--- src/rtl/mcps_pkg.sv ---
// Shared types and constants for the minimum capacity partition search unit.
package mcps_pkg;

    // Fixed field widths of the words on the ports.
    localparam int WEIGHT_W = 16;
    localparam int CAP_W    = 26;
    localparam int GROUPS_W = 11;

    // Largest capacity that the result field can carry.
    localparam logic [CAP_W-1:0] CAP_MAX = {CAP_W{1'b1}};

    // Input word: one weight and its end-of-sequence marker.
    typedef struct packed {
        logic [WEIGHT_W-1:0] weight;
        logic                last;
    } in_word_t;

    // Result word: the capacity found and the dropped-weight flag.
    typedef struct packed {
        logic [CAP_W-1:0] min_capacity;
        logic             overflow;
    } out_word_t;

    // Commands from the controller to the datapath.
    typedef struct packed {
        logic load_en;      // store an accepted weight
        logic init_search;  // load the search bounds from max and sum
        logic start_trial;  // latch the midpoint and restart the greedy count
        logic scan_rd;      // read the next stored weight
        logic update;       // narrow the search bounds from the trial count
        logic out_load;     // capture the result word
        logic clear_seq;    // clear the per-sequence statistics
    } cmd_t;

    // Status from the datapath to the controller.
    typedef struct packed {
        logic search_open;  // lower bound still below upper bound
        logic last_issue;   // the current read is the final stored weight
    } status_t;

endpackage

--- src/rtl/mcps_ctrl.sv ---
// Controller state machine that sequences loading, the binary search and the result.
module mcps_ctrl (
    input  logic              aclk,
    input  logic              aresetn,
    input  logic              s_valid,
    input  logic              s_last,
    output logic              s_ready,
    output logic              m_valid,
    input  logic              m_ready,
    input  mcps_pkg::status_t sts,
    output mcps_pkg::cmd_t    cmd
);
    import mcps_pkg::*;

    typedef enum logic [2:0] {
        ST_LOAD,
        ST_INIT,
        ST_CHECK,
        ST_SCAN,
        ST_DRAIN,
        ST_UPDATE,
        ST_DONE
    } state_t;

    state_t state_reg, state_next;
    logic   m_valid_reg, m_valid_next;

    // Next state and commands.
    always_comb begin
        state_next = state_reg;
        cmd        = '0;
        s_ready    = 1'b0;
        case (state_reg)
            ST_LOAD: begin
                s_ready     = 1'b1;
                cmd.load_en = s_valid;
                if (s_valid && s_last) begin
                    state_next = ST_INIT;
                end
            end
            ST_INIT: begin
                cmd.init_search = 1'b1;
                state_next      = ST_CHECK;
            end
            ST_CHECK: begin
                if (sts.search_open) begin
                    cmd.start_trial = 1'b1;
                    state_next      = ST_SCAN;
                end else begin
                    state_next = ST_DONE;
                end
            end
            ST_SCAN: begin
                cmd.scan_rd = 1'b1;
                if (sts.last_issue) begin
                    state_next = ST_DRAIN;
                end
            end
            ST_DRAIN: begin
                // The final read word is folded into the count this cycle.
                state_next = ST_UPDATE;
            end
            ST_UPDATE: begin
                cmd.update = 1'b1;
                state_next = ST_CHECK;
            end
            ST_DONE: begin
                if (!m_valid_reg || m_ready) begin
                    cmd.out_load  = 1'b1;
                    cmd.clear_seq = 1'b1;
                    state_next    = ST_LOAD;
                end
            end
            default: begin
                state_next = ST_LOAD;
            end
        endcase
    end

    // Output valid: set on a new result, cleared when the word is taken.
    always_comb begin
        if (cmd.out_load) begin
            m_valid_next = 1'b1;
        end else if (m_valid_reg && m_ready) begin
            m_valid_next = 1'b0;
        end else begin
            m_valid_next = m_valid_reg;
        end
    end

    // State and registered outputs.
    always_ff @(posedge aclk) begin
        if (!aresetn) begin
            state_reg   <= ST_LOAD;
            m_valid_reg <= 1'b0;
        end else begin
            state_reg   <= state_next;
            m_valid_reg <= m_valid_next;
        end
    end

    assign m_valid = m_valid_reg;

    // The search only finishes once the bounds have met.
    a_done_closed: assert property (@(posedge aclk) disable iff (!aresetn)
        (state_reg == ST_DONE) |-> !sts.search_open)
        else $error("result state reached with an open search interval");

    // A new result word only appears out of the finishing state.
    a_valid_source: assert property (@(posedge aclk) disable iff (!aresetn)
        $rose(m_valid_reg) |-> ($past(state_reg) == ST_DONE))
        else $error("result valid raised outside the finishing state");

    // An accepted final weight always starts the search.
    a_last_starts: assert property (@(posedge aclk) disable iff (!aresetn)
        (s_valid && s_ready && s_last) |=> (state_reg == ST_INIT))
        else $error("final weight accepted without starting the search");

endmodule

--- config.mk ---
export PLATFORM = sky130hd
export DESIGN_NAME = mcps_ctrl
export DESIGN_NICKNAME = d
export VERILOG_FILES = /design/src/rtl/mcps_pkg.sv /design/src/rtl/mcps_ctrl.sv
export SDC_FILE = /design/constraint.sdc
export NUM_CORES = 1
export LEC_CHECK = 0
export BUFFER_PORTS_ARGS = -buffer_cell sky130_fd_sc_hd__buf_2
export CAP_MARGIN = 10
export CORE_AREA = 2 2 39 41
export CTS_CLUSTER_DIAMETER = 50
export CTS_CLUSTER_SIZE = 24
export DETAILED_ROUTE_END_ITERATION = 10
export DIE_AREA = 0 0 41 43
export SKIP_LAST_GASP = 1
export SYNTH_ARGS = -nofsm -noshare
export SYNTH_HDL_FRONTEND = slang
export SYNTH_SLANG_ARGS = --single-unit
--- constraint.sdc ---
create_clock -name aclk -period 2.5 [get_ports aclk]
set_clock_uncertainty 0.05 [all_clocks]
set_input_delay 0.5 -clock aclk [delete_from_list [all_inputs] [get_ports aclk]]
set_output_delay 0.5 -clock aclk [all_outputs]
set_load 0.02 [all_outputs]
==> impl_results.md, run 1 <==
- Status: finished, final reports clean
- Synth Net Count: 41
- DR top layer: met3
- Met2 wire length: around 280 um
- Setup repair bufs after CTS: 0
- Least-Margin Pin Slew: about 0.35 ns
- Post-synthesis register bit count: 4
- Largest net degree at the start of global routing: 14
- Chip height: between 40 and 50 um
- Number of detailed-route iterations in the first pass: 2
- Hold crit path type: input pin to register
- Die area: 1763 um2
- Post-detail-place hpwl: 435.4 um
- WL met3: approximately 56 um
- M1 wire length: ~250 um
- Layout cells sized above 1: between 40% and 50%
- YS warnings: 0
- Die Width: roughly 41 um
- Drt drc: 0
- Post-route ant nets: 0
- Final hold viol count: 0
- Power Density: roughly 1100 nW/um2
- Clock root buffer: clkbuf_4
- Setup TNS: 0 ns
- Peak supply drop: about 460 uV
- Via count: 282
- P_leak: 0.1785 nW
- Yosys top cell area share: 26.12%
- CTS buffer count: 3
- Post-Syn Area per Cell: 9.016 um2
- Worst stage delay on the critical path: 0.52 ns
- Required @ worst endpoint: ~2 ns
- Critical Path Source Type: register
- RSZ-0062 raised after global routing: no
- Placeable core area: roughly 1400 um2
- Max reg flops: 3
- First-pass GRT wire length: 876 um
- RePlAce Congestion: about 0.66
- H-tree Lvls: 1
- Final setup viols: 0
- Vias per inst: approximately 4.5
- Port bufs: 15
- Vias in the first global route: 197
- Final period util: about 73%
- Crit-path max FO: 13
- Crit path capture type: output pin
- Slew Limit Fails: 0
- Hold_buf cts: 0
- Row cnt: 14
- Crit path DAT: ~1.3 ns
- Maxcap violations: 0
- Final Power: approximately 0.43 mW
- Resize count post-CTS: 0
- Later-pin clock latency in the skew report: 0.23 ns
- CP top delay family: flip-flops
- Critical-path top delay cell: dfxtp_1
- 1st-iter DRT viols: 3
- Layout Nets: 56
- WP buf/inv: 1
- Worst rel slew slack: around three quarters
- Total Routed Length: ~590 um
- Register area share after synthesis: a little over a quarter
- Initial antenna violation count: 0
- Critical path origin: state_reg[0]$_SDFFE_PN0P_
- Tmin final: between 1.5 and 2 ns
- Reg-to-Reg Start: state_reg[0]$_SDFFE_PN0P_
- Mapped Cells: 34
- Mapped Area: between 300 and 400 um2
- Leading area contributor after synthesis: dfxtp_1
- Total Routing Usage GR: under 10%
- Overflow after GRT: 0
- Layout area overhead: 22.45%
- Hold path start: aresetn
- Maximum buffer depth of the clock tree: 2
- Crit-path cells: nor2b_1 > and2_1 > buf_2
- Ant. Diodes: 0
- Synth cell types: 19
- CP Class: register to output pin
- Clk sinks: 4
- Worst-path clk slew: 0.04 ns
- Starting Density: about 22%
- Synth area leaders: dfxtp_1 (26%), buf_6 (11%), nor3b_1 (9.8%), nor4bb_1 (6.5%), and3b_1 (5.7%)
- WL/cell: just over 9 um
- Ports: 16
- Fmax: between 500 and 600 MHz
- CTS tree: done
==> stage by stage <==
stage          instances  instance area (um2)  utilization [%]  hold WS, ns  setup slack [ns]
6_report              63                375.4            27.12       0.4869            0.6785
2_1_floorplan         34                306.5                -       0.5546            0.7855
3_3_place_gp          60                352.8            25.50       0.4839            0.8953
4_1_cts               63                375.4            27.12       0.4746            0.6641
5_1_grt               63                375.4            27.12       0.4845            0.5739
3_5_place_dp          60                352.8            25.50       0.4921            0.8809
==> final timing paths <==
kind,slack [ns],end,cells past startpoint
hold reg to reg,0.49,m_valid$_SDFFE_PN0P_,2
setup reg to reg,1.27,state_reg[1]$_SDFFE_PN0P_,3
setup / recovery,0.68,cmd[2],3
hold / removal,0.49,state_reg[1]$_SDFFE_PN0P_,2
==> cell usage in the layout (no fill, tap or decap) <==
cell type  count
clkbuf_4       3
a32o_1         1
nor2b_1        2
nand3b_1       1
nor4bb_1       2
dfxtp_1        4
o31a_1         1
o21ai_0        1
o311a_1        1
buf_2         15
a21oi_1        1
nor3b_1        4
and3b_1        2
and2_1         2
a21boi_1       1
nand2b_1       1
nor2_1         1
nand2_1        3
nor3_2         1
==> per-layer routing <==
metal	GRT usage, %	vias to the layer above
li1	-	147
met5	0	-
met1	9.265	126
met4	4.000	0
met2	8.750	9
met3	9.424	0
==> cells in the mapped netlist, drive strengths merged <==
cell / count
o21ai: 1
a32o: 1
nand2b: 1
o311a: 1
a21oi: 1
nor4bb: 2
nand2: 3
and3b: 2
nand3b: 1
nor3: 1
nor3b: 4
nor2b: 2
o31a: 1
a21boi: 1
dfxtp: 4
and2: 2
buf: 5
nor2: 1
==> layout make-up <==
| class | instances | area [um2] |
|---|---|---|
| fillers | 149 | 1008 |
| clock buffers | 3 | 22.52 |
| multi-input cells | 25 | 177.7 |
| flip-flops and latches | 4 | 80.08 |
| well taps | 16 | 20.02 |
| repair buffers | 15 | 75.07 |
==> power by group <==
group | switching [mW] | internal [mW]
clock | 0.0254 | 0.0536
combinational | 0.110 | 0.0989
sequential | 0.0534 | 0.0854
==> logic make-up after synthesis <==
kind of cell / count (synthesis) / share of synthesized area, %
AO/OA/AOI/OAI: 6 / 15.10
AND/OR/NAND/NOR: 19 / 42.86
buffers and inverters: 5 / 15.92
flip-flops: 4 / 26.12
Power figures use the tool's default switching activity.
==> inputs of run 2 (changes only) <==
Clock period 2.5 ns to 1.8 ns, I/O delays scaled along.
==> run 2 against run 1 <==
Against the previous run:
- non-clock buffer count unchanged
- sequential share of layout area unchanged
- core utilization unchanged
- design area unchanged
- largest power group unchanged
==> impl_results.md, run 2 (synthesis results as in run 1) <==
- Slew Limit Fails: 0 (unchanged)
- Maximum buffer depth of the clock tree: 2 (unchanged)
- Final hold viol count: 0 (unchanged)
- Setup repair bufs after CTS: 0 (unchanged)
- CTS tree: done (unchanged)
- Resize count post-CTS: 0 (unchanged)
- Number of detailed-route iterations in the first pass: 2 (unchanged)
- Minimum hold slack: 0.3491 ns (was 0.4869 ns)
- Clock root buffer: clkbuf_4 (unchanged)
- Ports: 16 (unchanged)
- P_leak: 0.1785 nW (unchanged)
- Setup WS pre-CTS: 0.3875 ns (was 0.8809 ns)
- WL/cell: 9.984 um (was 9.302 um)
- RSZ-0062 raised after global routing: no (unchanged)
- Post-route setup slack: 0.1362 ns (was 0.6785 ns)
- Vias in the first global route: 212 (was 197)
- Final period util: between 90% and 100%
- Drt drc: 0 (unchanged)
- Post-DP Area: 352.8 um2 (unchanged)
- Tmin final: ~1.7 ns
- Required @ worst endpoint: 1.39 ns (was 1.95 ns)
- Critical Path Source Type: register (unchanged)
- Fmax: around 600 MHz
- Worst r2r path cells: 3 (unchanged)
- Total Routing Usage GR: 8.425% (was 8.116%)
- Post-route ant nets: 0 (unchanged)
- Setup TNS: 0 ns (unchanged)
- Max reg flops: 3 (unchanged)
- Least-Margin Pin Slew: 0.3558 ns (was 0.3513 ns)
- Post-detail-place hpwl: 484.8 um (was 435.4 um)
- Die Width: 41 um (unchanged)
- Layout area overhead: 22.45% (unchanged)
- Total Routed Length: 629 um (was 586 um)
- Power Density: 1593 nW/um2 (was 1138 nW/um2)
- Design area: 375.4 um2 (unchanged)
- Finished Core Util: 27.12% (unchanged)
- H-tree Lvls: 1 (unchanged)
- Final setup viols: 0 (unchanged)
- Placeable core area: 1384 um2 (unchanged)
- Most frequent cells in the layout: buf_2 (15), nor3b_1 (4), dfxtp_1 (4) (unchanged)
- Ant. Diodes: 0 (unchanged)
- Worst rel slew slack: 76.25% (was 76.55%)
- Chip height: 43 um (unchanged)
- Layout cells sized above 1: 40.43% (unchanged)
- Vias per inst: 4.508 (was 4.476)
- Crit path capture type: output pin (unchanged)
- Commonest non-fill, non-tap cell in the layout: buf_2 (unchanged)
- Port bufs: 15 (unchanged)
- FILL cells: 162 (was 149)
- RePlAce Congestion: 0.6761 (was 0.6571)
- CP Class: register to output pin (unchanged)
- Die area: 1763 um2 (unchanged)
- Row cnt: 14 (unchanged)
- 1st-iter DRT viols: 1 (was 3)
- CTS buffer count: 3 (unchanged)
- Via count: 284 (was 282)
- Initial antenna violation count: 0 (unchanged)
- Worst Hold Depth: 2 (unchanged)
- Peak supply drop: 410.9 uV (was 462.0 uV)
- Layout Nets: 56 (unchanged)
- Overflow after GRT: 0 (unchanged)
- Clk sinks: 4 (unchanged)
- Crit path DAT: 1.25 ns (was 1.27 ns)
- Status: finished, final reports clean (unchanged)
- Later-pin clock latency in the skew report: 0.24 ns (was 0.23 ns)
- Hold_buf cts: 0 (unchanged)
- Starting Density: 22.15% (unchanged)
- Crit-path max FO: 13 (unchanged)
- Maxcap violations: 0 (unchanged)
- Hold crit path type: input pin to register (unchanged)
- Worst-path clk slew: 0.04 ns (about the same)
- First-pass GRT wire length: 917 um (was 876 um)
- Largest net degree at the start of global routing: 14 (unchanged)
## run 2: worst paths after layout
path                              from                         to  slack [ns]
min reg2reg       m_valid$_SDFFE_PN0P_       m_valid$_SDFFE_PN0P_        0.50
min                            aresetn  state_reg[0]$_SDFFE_PN0P_        0.35
max reg2reg  state_reg[0]$_SDFFE_PN0P_  state_reg[1]$_SDFFE_PN0P_        0.56
max          state_reg[0]$_SDFFE_PN0P_                     cmd[2]        0.14
## run 2: final cells by class
type / instances / area, um2 / area share (%)
Sequential cell: 4 / 80.08 / 21.33
Tap cell: 16 / 20.02 / 5.333
Clock buffer: 3 / 22.52 / 6.000
Multi-Input combinational cell: 25 / 177.7 / 47.33
Timing Repair Buffer: 15 / 75.07 / 20.00
## run 2: power breakdown
| part | internal [mW] | switching, mW |
|---|---|---|
| Combinational | 0.137 | 0.153 |
| Clock | 0.0747 | 0.0382 |
| Sequential | 0.119 | 0.0760 |
| Total | 0.331 | 0.267 |
## run 2: worst max-delay path, cell delays in order, from the launching register on
cell and delay [ns]:
dfxtp_1 0.52, nor2b_1 0.21, and2_1 0.13, buf_2 0.15
## run 2: per-stage QoR
step                instances  total power, mW
floorplan                  34           0.4602
global placement           60           0.4851
detailed placement         60           0.4911
CTS                        63           0.6096
global route               63           0.6516
finish                     63           0.5978
## run 2: per-layer routing
layer  GRT usage [%]  wire (um)  up-vias
met3           9.424         41        0
met2           10.31        298        8
met4           2.000          0        0
met1           9.615        289      129
met5               0          0        -
li1                -          -      147
